## config.mk

```make
export PLATFORM = sky130hd
export DESIGN_NAME = button_debounce_gesture_detector_unit
export DESIGN_NICKNAME = d
export VERILOG_FILES = /design/src/rtl/bdgd_pkg.sv /design/src/rtl/button_debounce_gesture_detector_unit.sv
export SDC_FILE = /design/constraint.sdc
export NUM_CORES = 1
export LEC_CHECK = 0
export ABC_AREA = 0
export BUFFER_PORTS_ARGS = -buffer_cell sky130_fd_sc_hd__buf_2
export CAP_MARGIN = 20
export CORE_MARGIN = 10
export CORE_UTILIZATION = 30
export CTS_CLUSTER_DIAMETER = 50
export CTS_CLUSTER_SIZE = 40
export DETAILED_ROUTE_END_ITERATION = 16
export HOLD_SLACK_MARGIN = 0.06
export PLACE_DENSITY = 0.51
export SYNTH_ARGS = -nofsm -noshare
export SYNTH_HDL_FRONTEND = slang
export SYNTH_SLANG_ARGS = --single-unit
```

## constraint.sdc

```tcl
create_clock -name clk_i -period 10.8 [get_ports clk_i]
set_input_delay 0.54 -clock clk_i [delete_from_list [all_inputs] [get_ports clk_i]]
set_output_delay 0.54 -clock clk_i [all_outputs]
set_load 0.005 [all_outputs]
```

## src/rtl/bdgd_pkg.sv

```systemverilog
`default_nettype none

package bdgd_pkg;

  // Request kinds carried on the input tuser
  localparam logic [1:0] REQ_INIT   = 2'd0;
  localparam logic [1:0] REQ_SAMPLE = 2'd1;
  localparam logic [1:0] REQ_TAKE   = 2'd2;

  // Gesture codes on the result
  localparam logic [1:0] GEST_NONE   = 2'd0;
  localparam logic [1:0] GEST_SHORT  = 2'd1;
  localparam logic [1:0] GEST_LONG   = 2'd2;
  localparam logic [1:0] GEST_DOUBLE = 2'd3;

  // Register indexes (byte address = 4 * index)
  localparam logic [2:0] REG_PRESS_HIGH    = 3'd0;
  localparam logic [2:0] REG_DOUBLE_ENABLE = 3'd1;
  localparam logic [2:0] REG_DEBOUNCE_MS   = 3'd2;
  localparam logic [2:0] REG_HOLD_LIMIT_MS = 3'd3;
  localparam logic [2:0] REG_GAP_WINDOW_MS = 3'd4;

  // Register reset values
  localparam logic        RST_PRESS_HIGH    = 1'b1;
  localparam logic        RST_DOUBLE_ENABLE = 1'b0;
  localparam logic [15:0] RST_DEBOUNCE_MS   = 16'd20;
  localparam logic [15:0] RST_HOLD_LIMIT_MS = 16'd600;
  localparam logic [15:0] RST_GAP_WINDOW_MS = 16'd300;

  localparam int unsigned PADDR_W = 5;
  localparam int unsigned TIME_W  = 32;
  localparam int unsigned IN_DATA_W  = 40;
  localparam int unsigned OUT_DATA_W = 8;

endpackage

`default_nettype wire

```

## src/rtl/button_debounce_gesture_detector_unit.sv

```systemverilog
`default_nettype none

// Button debounce and gesture detector.
// Path: input register, then result register.
// Throughput: one item per cycle while the result side accepts; the state update
// is one pass of compare/add logic between the input register and the result register.
// Reset (rst_ni, async, active low): registers to defaults, all tracking state
// and pending gestures cleared, both stream stages empty.
module button_debounce_gesture_detector_unit
  import bdgd_pkg::*;
(
  input  wire logic                  clk_i,
  input  wire logic                  rst_ni,
  // input stream
  input  wire logic                  s_axis_tvalid,
  output logic                       s_axis_tready,
  input  wire logic [IN_DATA_W-1:0]  s_axis_tdata,  // [0] pin_level, [32:1] now_ms, rest 0
  input  wire logic [1:0]            s_axis_tuser,  // [1:0] req_type
  // result stream
  output logic                       m_axis_tvalid,
  input  wire logic                  m_axis_tready,
  output logic [OUT_DATA_W-1:0]      m_axis_tdata,  // [0] stable_level, [2:1] gesture, rest 0
  // register port
  input  wire logic                  psel,
  input  wire logic                  penable,
  input  wire logic                  pwrite,
  input  wire logic [PADDR_W-1:0]    paddr,
  input  wire logic [31:0]           pwdata,
  output logic [31:0]                prdata,
  output logic                       pready
);

  // ---------------------------------------------------------------------------
  // Configuration registers
  // ---------------------------------------------------------------------------
  logic        press_high_q;
  logic        double_enable_q;
  logic [15:0] debounce_ms_q;
  logic [15:0] hold_limit_ms_q;
  logic [15:0] gap_window_ms_q;
  logic [2:0]  reg_idx;
  logic        cfg_wr;

  assign pready  = 1'b1;
  assign reg_idx = paddr[PADDR_W-1:2];
  assign cfg_wr  = psel & penable & pwrite & pready;

  always_ff @(posedge clk_i or negedge rst_ni) begin
    if (!rst_ni) begin
      press_high_q    <= RST_PRESS_HIGH;
      double_enable_q <= RST_DOUBLE_ENABLE;
      debounce_ms_q   <= RST_DEBOUNCE_MS;
      hold_limit_ms_q <= RST_HOLD_LIMIT_MS;
      gap_window_ms_q <= RST_GAP_WINDOW_MS;
    end else if (cfg_wr) begin
      unique case (reg_idx)
        REG_PRESS_HIGH:    press_high_q    <= pwdata[0];
        REG_DOUBLE_ENABLE: double_enable_q <= pwdata[0];
        REG_DEBOUNCE_MS:   debounce_ms_q   <= pwdata[15:0];
        REG_HOLD_LIMIT_MS: hold_limit_ms_q <= pwdata[15:0];
        REG_GAP_WINDOW_MS: gap_window_ms_q <= pwdata[15:0];
        default: ;  // writes past the register list are dropped
      endcase
    end
  end

  always_comb begin
    unique case (reg_idx)
      REG_PRESS_HIGH:    prdata = {31'd0, press_high_q};
      REG_DOUBLE_ENABLE: prdata = {31'd0, double_enable_q};
      REG_DEBOUNCE_MS:   prdata = {16'd0, debounce_ms_q};
      REG_HOLD_LIMIT_MS: prdata = {16'd0, hold_limit_ms_q};
      REG_GAP_WINDOW_MS: prdata = {16'd0, gap_window_ms_q};
      default:           prdata = 32'd0;
    endcase
  end

  // ---------------------------------------------------------------------------
  // Stream handshake: input register feeds the update pass, which writes the
  // result register. The result register frees up in the cycle its transfer
  // completes, so items flow back to back while the result side accepts; a
  // waiting result lets at most one more item into the input register.
  // ---------------------------------------------------------------------------
  logic              in_valid_q;
  logic [1:0]        req_q;
  logic              pin_q;
  logic [TIME_W-1:0] now_q;
  logic              out_valid_q;
  logic              res_stable_q;
  logic [1:0]        res_gesture_q;
  logic              out_free;
  logic              step;

  assign out_free      = ~out_valid_q | m_axis_tready;
  assign step          = in_valid_q & out_free;
  assign s_axis_tready = ~in_valid_q | out_free;

  always_ff @(posedge clk_i or negedge rst_ni) begin
    if (!rst_ni) begin
      in_valid_q <= 1'b0;
    end else if (s_axis_tready) begin
      in_valid_q <= s_axis_tvalid;
    end
  end

  always_ff @(posedge clk_i) begin
    if (s_axis_tready && s_axis_tvalid) begin
      req_q <= s_axis_tuser;
      pin_q <= s_axis_tdata[0];
      now_q <= s_axis_tdata[TIME_W:1];
    end
  end

  // ---------------------------------------------------------------------------
  // Tracking state
  // ---------------------------------------------------------------------------
  logic              cand_q, cand_d;
  logic              stable_q, stable_d;
  logic              prev_q, prev_d;
  logic [TIME_W-1:0] raw_chg_q, raw_chg_d;
  logic [TIME_W-1:0] press_q, press_d;
  logic [TIME_W-1:0] deadline_q, deadline_d;
  logic              suppress_q, suppress_d;
  logic              long_done_q, long_done_d;
  logic              short_pend_q, short_pend_d;
  logic              long_pend_q, long_pend_d;
  logic              dbl_pend_q, dbl_pend_d;
  logic [1:0]        gesture_d;

  logic              raw;
  logic [TIME_W-1:0] since_raw;
  logic [TIME_W-1:0] to_deadline;
  logic [TIME_W-1:0] held;
  logic [TIME_W-1:0] past_deadline;
  logic              in_window;

  // pressed level after polarity
  assign raw = pin_q ^ ~press_high_q;

  always_comb begin
    cand_d       = cand_q;
    stable_d     = stable_q;
    prev_d       = prev_q;
    raw_chg_d    = raw_chg_q;
    press_d      = press_q;
    deadline_d   = deadline_q;
    suppress_d   = suppress_q;
    long_done_d  = long_done_q;
    short_pend_d = short_pend_q;
    long_pend_d  = long_pend_q;
    dbl_pend_d   = dbl_pend_q;
    gesture_d    = GEST_NONE;

    since_raw     = '0;
    to_deadline   = '0;
    held          = '0;
    past_deadline = '0;
    in_window     = 1'b0;

    unique case (req_q)
      REQ_INIT: begin
        cand_d    = raw;
        stable_d  = raw;
        prev_d    = raw;
        raw_chg_d = now_q;
      end
      REQ_SAMPLE: begin
        // raw level tracking
        if (raw != cand_q) begin
          cand_d    = raw;
          raw_chg_d = now_q;
        end
        since_raw = now_q - raw_chg_d;
        if (cand_d != stable_q && since_raw >= {16'd0, debounce_ms_q}) begin
          stable_d = cand_d;
        end

        // press / release edges
        to_deadline = now_q - deadline_q;
        in_window   = (deadline_q != '0) && (to_deadline[TIME_W-1] || now_q == deadline_q);
        if (stable_d && !prev_q) begin
          if (double_enable_q && in_window) begin
            deadline_d = '0;
            suppress_d = 1'b1;
            dbl_pend_d = 1'b1;
          end else begin
            suppress_d = 1'b0;
          end
          press_d     = now_q;
          long_done_d = 1'b0;
        end else if (!stable_d && prev_q) begin
          if (!suppress_q && !long_done_q) begin
            if (double_enable_q) begin
              deadline_d = now_q + {16'd0, gap_window_ms_q};
            end else begin
              short_pend_d = 1'b1;
            end
          end
        end

        // long hold
        held = now_q - press_d;
        if (stable_d && !long_done_d && held >= {16'd0, hold_limit_ms_q}) begin
          long_done_d = 1'b1;
          long_pend_d = 1'b1;
        end

        // gap window expiry releases a delayed short press
        past_deadline = now_q - deadline_d;
        if (deadline_d != '0 && !past_deadline[TIME_W-1]) begin
          deadline_d   = '0;
          short_pend_d = 1'b1;
        end

        prev_d = stable_d;
      end
      REQ_TAKE: begin
        priority if (long_pend_q) begin
          long_pend_d = 1'b0;
          gesture_d   = GEST_LONG;
        end else if (dbl_pend_q) begin
          dbl_pend_d = 1'b0;
          gesture_d  = GEST_DOUBLE;
        end else if (short_pend_q) begin
          short_pend_d = 1'b0;
          gesture_d    = GEST_SHORT;
        end else begin
          gesture_d = GEST_NONE;
        end
      end
      default: ;  // unused request code: no change
    endcase
  end

  always_ff @(posedge clk_i or negedge rst_ni) begin
    if (!rst_ni) begin
      cand_q       <= 1'b0;
      stable_q     <= 1'b0;
      prev_q       <= 1'b0;
      raw_chg_q    <= '0;
      press_q      <= '0;
      deadline_q   <= '0;
      suppress_q   <= 1'b0;
      long_done_q  <= 1'b0;
      short_pend_q <= 1'b0;
      long_pend_q  <= 1'b0;
      dbl_pend_q   <= 1'b0;
    end else if (step) begin
      cand_q       <= cand_d;
      stable_q     <= stable_d;
      prev_q       <= prev_d;
      raw_chg_q    <= raw_chg_d;
      press_q      <= press_d;
      deadline_q   <= deadline_d;
      suppress_q   <= suppress_d;
      long_done_q  <= long_done_d;
      short_pend_q <= short_pend_d;
      long_pend_q  <= long_pend_d;
      dbl_pend_q   <= dbl_pend_d;
    end
  end

  // ---------------------------------------------------------------------------
  // Result register
  // ---------------------------------------------------------------------------
  always_ff @(posedge clk_i or negedge rst_ni) begin
    if (!rst_ni) begin
      out_valid_q <= 1'b0;
    end else if (out_free) begin
      out_valid_q <= in_valid_q;
    end
  end

  always_ff @(posedge clk_i) begin
    if (step) begin
      res_stable_q  <= stable_d;
      res_gesture_q <= gesture_d;
    end
  end

  assign m_axis_tvalid = out_valid_q;
  assign m_axis_tdata  = {{(OUT_DATA_W-3){1'b0}}, res_gesture_q, res_stable_q};

endmodule

`default_nettype wire
```

* Yosys cells after proc, flatten, opt, wreduce, memory -nomap -nowiden *
Cells that the tools add are included.
W data, S select, Z words.

word-level totals
  register bits after elaboration = 194
  input port bits = 86
  output and inout bits = 43
  logic and storage cells = 135

cells by class
  add/subtract/negate cells = 5
  magnitude comparators = 2
  eq/ne operators = 18
  mux-type cells = 41
  bitwise logic cells = 10
  reduce and logical (&&, ||, !) cells = 35

operators with widths
  operator              count
  $mux W32              11
  $sub A32 B32 Y32      4
  $pmux W16 S5          1
  $ge A32 B16 Y1        2
  $pmux W32 S2          1
  $reduce_bool A32 Y1   2
  $add A32 B16 Y32      1
  $eq A32 B32 Y1        1
  $mux W1               20
  $reduce_and A2 Y1     7
  $ne A3 B3 Y1 const B  4
  $pmux W1 S2           6
  $logic_and A1 B1 Y1   10
  $ne A2 B2 Y1 const B  5
  $reduce_and A8 Y1     1
  $eq A3 B2 Y1 const B  2
  $logic_not A1 Y1      6
  $reduce_and A3 Y1     2
  $reduce_and A5 Y1     1
  $mux W2               2
  $not A1 Y1            4
  $reduce_bool A2 Y1    2
  $and A1 B1 Y1         3
  $eq A3 B1 Y1 const B  1
  other kinds (10)      12

* Logic depth before layout (Yosys ltp) *
  depth in word-level cells = 20
  mapped depth = 61
  mapped depth without buffers = 55

* Worst setup path before layout *
OpenSTA, ideal clock, no wires.

  path kind = register -> register
  start = register press_high_q
  end = register long_pend_q
  library setup time = 0.123 ns
  arrival = 10.469 ns
  required time = 10.677 ns
  path slack = 0.208 ns
  cell stages (with the launch flop) = 61
  path buffers = 6
  period minus slack after synthesis = 10.592 ns
  path through = dfstp_2 > buf_6 > xor3_2 > buf_6 > clkbuf_1 > o21ai_0 > ha_1 > inv_1 > ha_1 > o221a_2 > or2_2 > a21oi_1 > a21oi_1 > o21ai_0 > xnor2_1 > a21oi_1 > ha_1 > a21o_1 > (+25 left out) > xnor2_1 > ha_1 > a21oi_1 > nor2b_1 > o21ai_0 > o2111ai_1 > nor4_1 > o21ai_0 > nor4_1 > o211a_1 > o311ai_0 > nor2_1 > mux2i_1 > a2111oi_0 > nand4_1 > a2111oi_4 > nor2b_1 > o221a_1

between the ends
  cells in the longest elaborated chain, start to end = 18
  elaborated cells between the ends (all ways) = 25
  those cells by class = add/sub (2); order compare (2); eq/ne (3); mux (10); bitwise (2); reduce/logical (6)

RTL lines
  element                                                RTL line                                                                                    RTL
  start, declared                                        button_debounce_gesture_detector_unit.sv:36                                                 logic press_high_q;
  start signal, assigned                                 button_debounce_gesture_detector_unit.sv:57                                                 REG_PRESS_HIGH: press_high_q <= pwdata[0];
  $not A1 Y1 (*)                                         button_debounce_gesture_detector_unit.sv:138                                                assign raw = pin_q ^ ~press_high_q;
  $xor A1 B1 Y1 (*)                                      button_debounce_gesture_detector_unit.sv:138
  $ne A1 B1 Y1                                           button_debounce_gesture_detector_unit.sv:169                                                if (raw != cand_q) begin
  $mux W32                                               button_debounce_gesture_detector_unit.sv:169
  $mux W32                                               button_debounce_gesture_detector_unit.sv:160                                                unique case (req_q)
  $sub A32 B32 Y32                                       button_debounce_gesture_detector_unit.sv:173                                                since_raw = now_q - raw_chg_d;
  $ge A32 B16 Y1                                         button_debounce_gesture_detector_unit.sv:174                                                if (cand_d != stable_q && since_raw >= {16'd0, debounce_ms_q}) begin
  $logic_and A1 B1 Y1                                    button_debounce_gesture_detector_unit.sv:174
  (+2 left out)                                          n/a
  $logic_and A1 B1 Y1                                    button_debounce_gesture_detector_unit.sv:181                                                if (stable_d && !prev_q) begin
  $mux W32 or $mux W1 (tied branches)                    button_debounce_gesture_detector_unit.sv:181
  $mux W32 or $mux W1 (tied branches)                    button_debounce_gesture_detector_unit.sv:160
  $sub A32 B32 Y32 or $logic_not A1 Y1 (tied branches)   button_debounce_gesture_detector_unit.sv:202, button_debounce_gesture_detector_unit.sv:203
  $ge A32 B16 Y1 or $logic_and A1 B1 Y1 (tied branches)  button_debounce_gesture_detector_unit.sv:203                                                if (stable_d && !long_done_d && held >= {16'd0, hold_limit_ms_q}) begin
  $logic_and A1 B1 Y1 (*)                                button_debounce_gesture_detector_unit.sv:203
  $ne A2 B2 Y1 (no line) (*)                             n/a
  $reduce_and A3 Y1 (no line) (*)                        n/a
  end signal, assigned                                   button_debounce_gesture_detector_unit.sv:258                                                long_pend_q <= long_pend_d;
  end, declared                                          button_debounce_gesture_detector_unit.sv:126                                                logic long_pend_q, long_pend_d;

Every way passes the cells marked *; elsewhere a longest branch is shown, timed or not. The select of a mux whose other input is x is not followed.
A chain may end at the register's enable or synchronous reset.

* Worst setup path in the final report *
  start = register cand_q
  end = register long_pend_q

between the ends
  cells in the longest elaborated chain, start to end = 16
  elaborated cells between the ends (all ways) = 23
  those cells by class = add/sub (2); order compare (2); eq/ne (3); mux (10); reduce/logical (6)

RTL lines
  element                                                RTL line                                                                                    RTL
  start, declared                                        button_debounce_gesture_detector_unit.sv:117                                                logic cand_q, cand_d;
  start signal, assigned                                 button_debounce_gesture_detector_unit.sv:249                                                cand_q <= cand_d;
  $ne A1 B1 Y1                                           button_debounce_gesture_detector_unit.sv:169
  $mux W32                                               button_debounce_gesture_detector_unit.sv:169
  $mux W32                                               button_debounce_gesture_detector_unit.sv:160
  $sub A32 B32 Y32                                       button_debounce_gesture_detector_unit.sv:173
  $ge A32 B16 Y1                                         button_debounce_gesture_detector_unit.sv:174
  $logic_and A1 B1 Y1                                    button_debounce_gesture_detector_unit.sv:174
  $mux W1 (*)                                            button_debounce_gesture_detector_unit.sv:174
  $mux W1 (*)                                            button_debounce_gesture_detector_unit.sv:160
  $logic_and A1 B1 Y1                                    button_debounce_gesture_detector_unit.sv:181
  $mux W32 or $mux W1 (tied branches)                    button_debounce_gesture_detector_unit.sv:181
  $mux W32 or $mux W1 (tied branches)                    button_debounce_gesture_detector_unit.sv:160
  $sub A32 B32 Y32 or $logic_not A1 Y1 (tied branches)   button_debounce_gesture_detector_unit.sv:202, button_debounce_gesture_detector_unit.sv:203
  $ge A32 B16 Y1 or $logic_and A1 B1 Y1 (tied branches)  button_debounce_gesture_detector_unit.sv:203
  $logic_and A1 B1 Y1 (*)                                button_debounce_gesture_detector_unit.sv:203
  $ne A2 B2 Y1 (no line) (*)                             n/a
  $reduce_and A3 Y1 (no line) (*)                        n/a

Marks and branches as above.

==> impl_metrics.json <==
{
  "crit_path_max_fanout": 6,
  "avgSynthCellArea_sq_um": 8.63,
  "post-dp-hpwl_mm": 49.7,
  "ys.flop_type": "dfrtp_1",
  "timing.hold.ws_ns": 0.132,
  "gr-usage-all-layers_pct": 17.9,
  "critical_path_required_ns": 11.16,
  "die_h_microns": 261,
  "end_kind": "flip-flop",
  "async_flop_share_pct": 80.4,
  "skew_ns": 0.0180,
  "drc": 0,
  "cts_tree": "built",
  "grt_pass1_vias": 15899,
  "power.leakage_uw": 0.00850,
  "critPathMaxStageDelay_ns": 0.43,
  "vias": 15900,
  "maxSlewHeadroom_pct": 28.3,
  "drv_slew": 0,
  "regToRegEndpoint": "long_pend_q",
  "synthesis.area_sq_um": 17400,
  "drive_above_1_share_pct": 18.6,
  "cts_sinks": 194,
  "overflow": 0,
  "tightest_slew_ns": 1.07,
  "gp_congestion": 0.934,
  "synth_seq_cells": 194,
  "crit_top_cell": "o21ai_1",
  "setup_ws_ns": 0.676,
  "wl_per_cell_microns": 21.3,
  "finalHoldViolations": 0,
  "root_buffer": "clkbuf_16",
  "hold_buffers": 0,
  "clockBufferDepth": 2,
  "fmax_mhz": 98.8,
  "viasPerCell": 5.47,
  "num_rows": 88,
  "min_period_ns": 10.12,
  "crit_path_top_delay_cell": "xor3_2",
  "yosys_warnings": 0,
  "r2r-start": "cand_q",
  "path_clk_slew_ns": 0.08,
  "ys_seq_area_share_pct": 29.0,
  "io_pins": 129,
  "startpoint_type": "flip-flop",
  "synthDistinctLibCells": 113,
  "setup_viol": 0,
  "fin_util_pct": 34.5,
  "final_common_cell": "nand2_1",
  "dp_slack_ns": -0.135,
  "crit_arrival_ns": 10.48,
  "setup_tns_ns": 0,
  "hp-class": "input port to async pin",
  "drtIter0Drc": 1093,
  "antenna_left": 0,
  "numCtsBuffers": 17,
  "routed_wirelength_mm": 62.1,
  "nets": 2375,
  "status": "complete, no violations",
  "fin_crit_sh_pct": 93.7,
  "max_cap_violations": 0,
  "ff2ff_path_depth": 50,
  "postSynthCellCount": 2018,
  "path_class": "flip-flop to flip-flop",
  "final_cell_mix": "nand2_1 (189), ha_1 (154), o21ai_0 (145), dfrtp_1 (145), inv_1 (117)",
  "worstSkewPairLatency_ns": 0.48,
  "grt_pass1_wl_mm": 94.5,
  "reg2reg_setup_slack_ns": 0.68,
  "start_util_pct": 30.2,
  "dieArea_sq_um": 68100,
  "power_density_nw_per_um2": 238,
  "die_w_microns": 261,
  "syn2layout_area_growth_pct": 14.2,
  "coreArea_sq_um": 57600,
  "peakVddDrop_uv": 135,
  "synth-edff-count": 38,
  "detail_route.first_pass.iterations": 5,
  "port_buffers": 81,
  "grt_max_degree": 86,
  "fillers": 6014,
  "grt_antenna_before_repair": 0,
  "cts_max_level": 4
}
metrics by stage:
stage               area, sq um  power (uW)  cells
floorplan                 17500        3080   2038
global placement          19000        3920   2861
detailed placement        19000        3950   2861
CTS                       19600        4600   2894
global route              19900        5100   2906
finish                    19900        4730   2907
routing by layer:
layer,routed length (microns),part of all wire (%),vias up,global-route usage (%)
met5,0,0,-,0
met3,2490,4.0,81,1.78
met4,1830,2.9,0,6.36
met1,28300,46,7794,23.5
met2,29500,47,408,30.1
li1,-,-,7617,-
flip-flops by register name, summed over array words and instances, names as in the netlist, 2 cells and up:
signal / flops
deadline_q: 32
now_q: 32
press_q: 32
raw_chg_q: 32
debounce_ms_q: 16
gap_window_ms_q: 16
hold_limit_ms_q: 16
req_q: 2
res_gesture_q: 2
synthesized netlist by cell type, drive strengths merged, types with 11 or more instances:
library cell	count	area (sq um)
buf	56	362
a21o	48	360
nor3	36	190
o211ai	23	173
a211oi	18	135
edfxtp	38	1140
a211o	14	124
nor2b	35	219
or2	14	87.6
a31oi	14	115
ha	160	2000
and3	13	81.3
xnor2	42	368
nand4	44	275
o21a	18	135
inv	121	454
nand2b	32	200
nand3	40	205
maj3	15	153
nand2	191	719
xor2	30	263
o21bai	15	113
or3	18	118
mux2	63	709
o21ai	157	790
dfrtp	145	3630
o22ai	38	238
mux2i	68	681
dfstp	11	289
a21oi	121	613
nor2	121	477
and2	11	68.8
nor4	23	150
nor3b	13	97.6
clkbuf	61	229
timing repair:
item,CTS,global route
endpoints found under the setup margin,2,34
buffers inserted,1,11
pin swaps,1,47
resized for setup,0,61
critical path: cells and delay by family (launching register included):
kind            cells  cell delay, ns
mux                 2            0.29
buf+inv             3            0.38
compound gates     20            3.42
xor+xnor            3            0.70
flops               1            0.42
simple gates       17            3.41
fa+ha+maj           5            1.36
worst max-delay path by stage:
stage | from | to | cells past startpoint
4_1_cts | press_high_q | long_pend_q | 54
3_3_place_gp | press_high_q | long_pend_q | 54
3_5_place_dp | press_high_q | long_pend_q | 53
5_1_grt | pin_q | long_pend_q | 54
2_1_floorplan | press_high_q | long_pend_q | 60
6_report | cand_q | long_pend_q | 50
area by class of cell:
cell class	instances	area, sq um	area share [%]
Clock inverter	12	93.8	0.472
Antenna cell	1	2.50	0.0126
Timing Repair Buffer	188	1220	6.14
Sequential cell	194	5060	25.4
Tap cell	765	957	4.81
Clock buffer	20	457	2.30
Multi-Input combinational cell	1606	11600	58.6
Inverter	121	454	2.28
logic make-up (layout without fill, tap and decap cells):
logic type / count (synthesis) / in the layout / synth area share, %
mux: 132 / 132 / 8.11
simple gates: 631 / 631 / 18.6
other cells: 2 / 23 / 0.0431
compound gates: 571 / 571 / 21.8
xor+xnor: 74 / 74 / 3.89
fa+ha+maj: 176 / 176 / 12.5
flops: 194 / 194 / 29.0
buf+inv: 238 / 341 / 6.00
power breakdown:
| part | internal, uW | switching [uW] |
|---|---|---|
| clock | 311 | 317 |
| combinational | 1230 | 1740 |
| sequential | 952 | 173 |
| total | 2490 | 2240 |
Note: power is estimated with default switching activity, not from simulation.
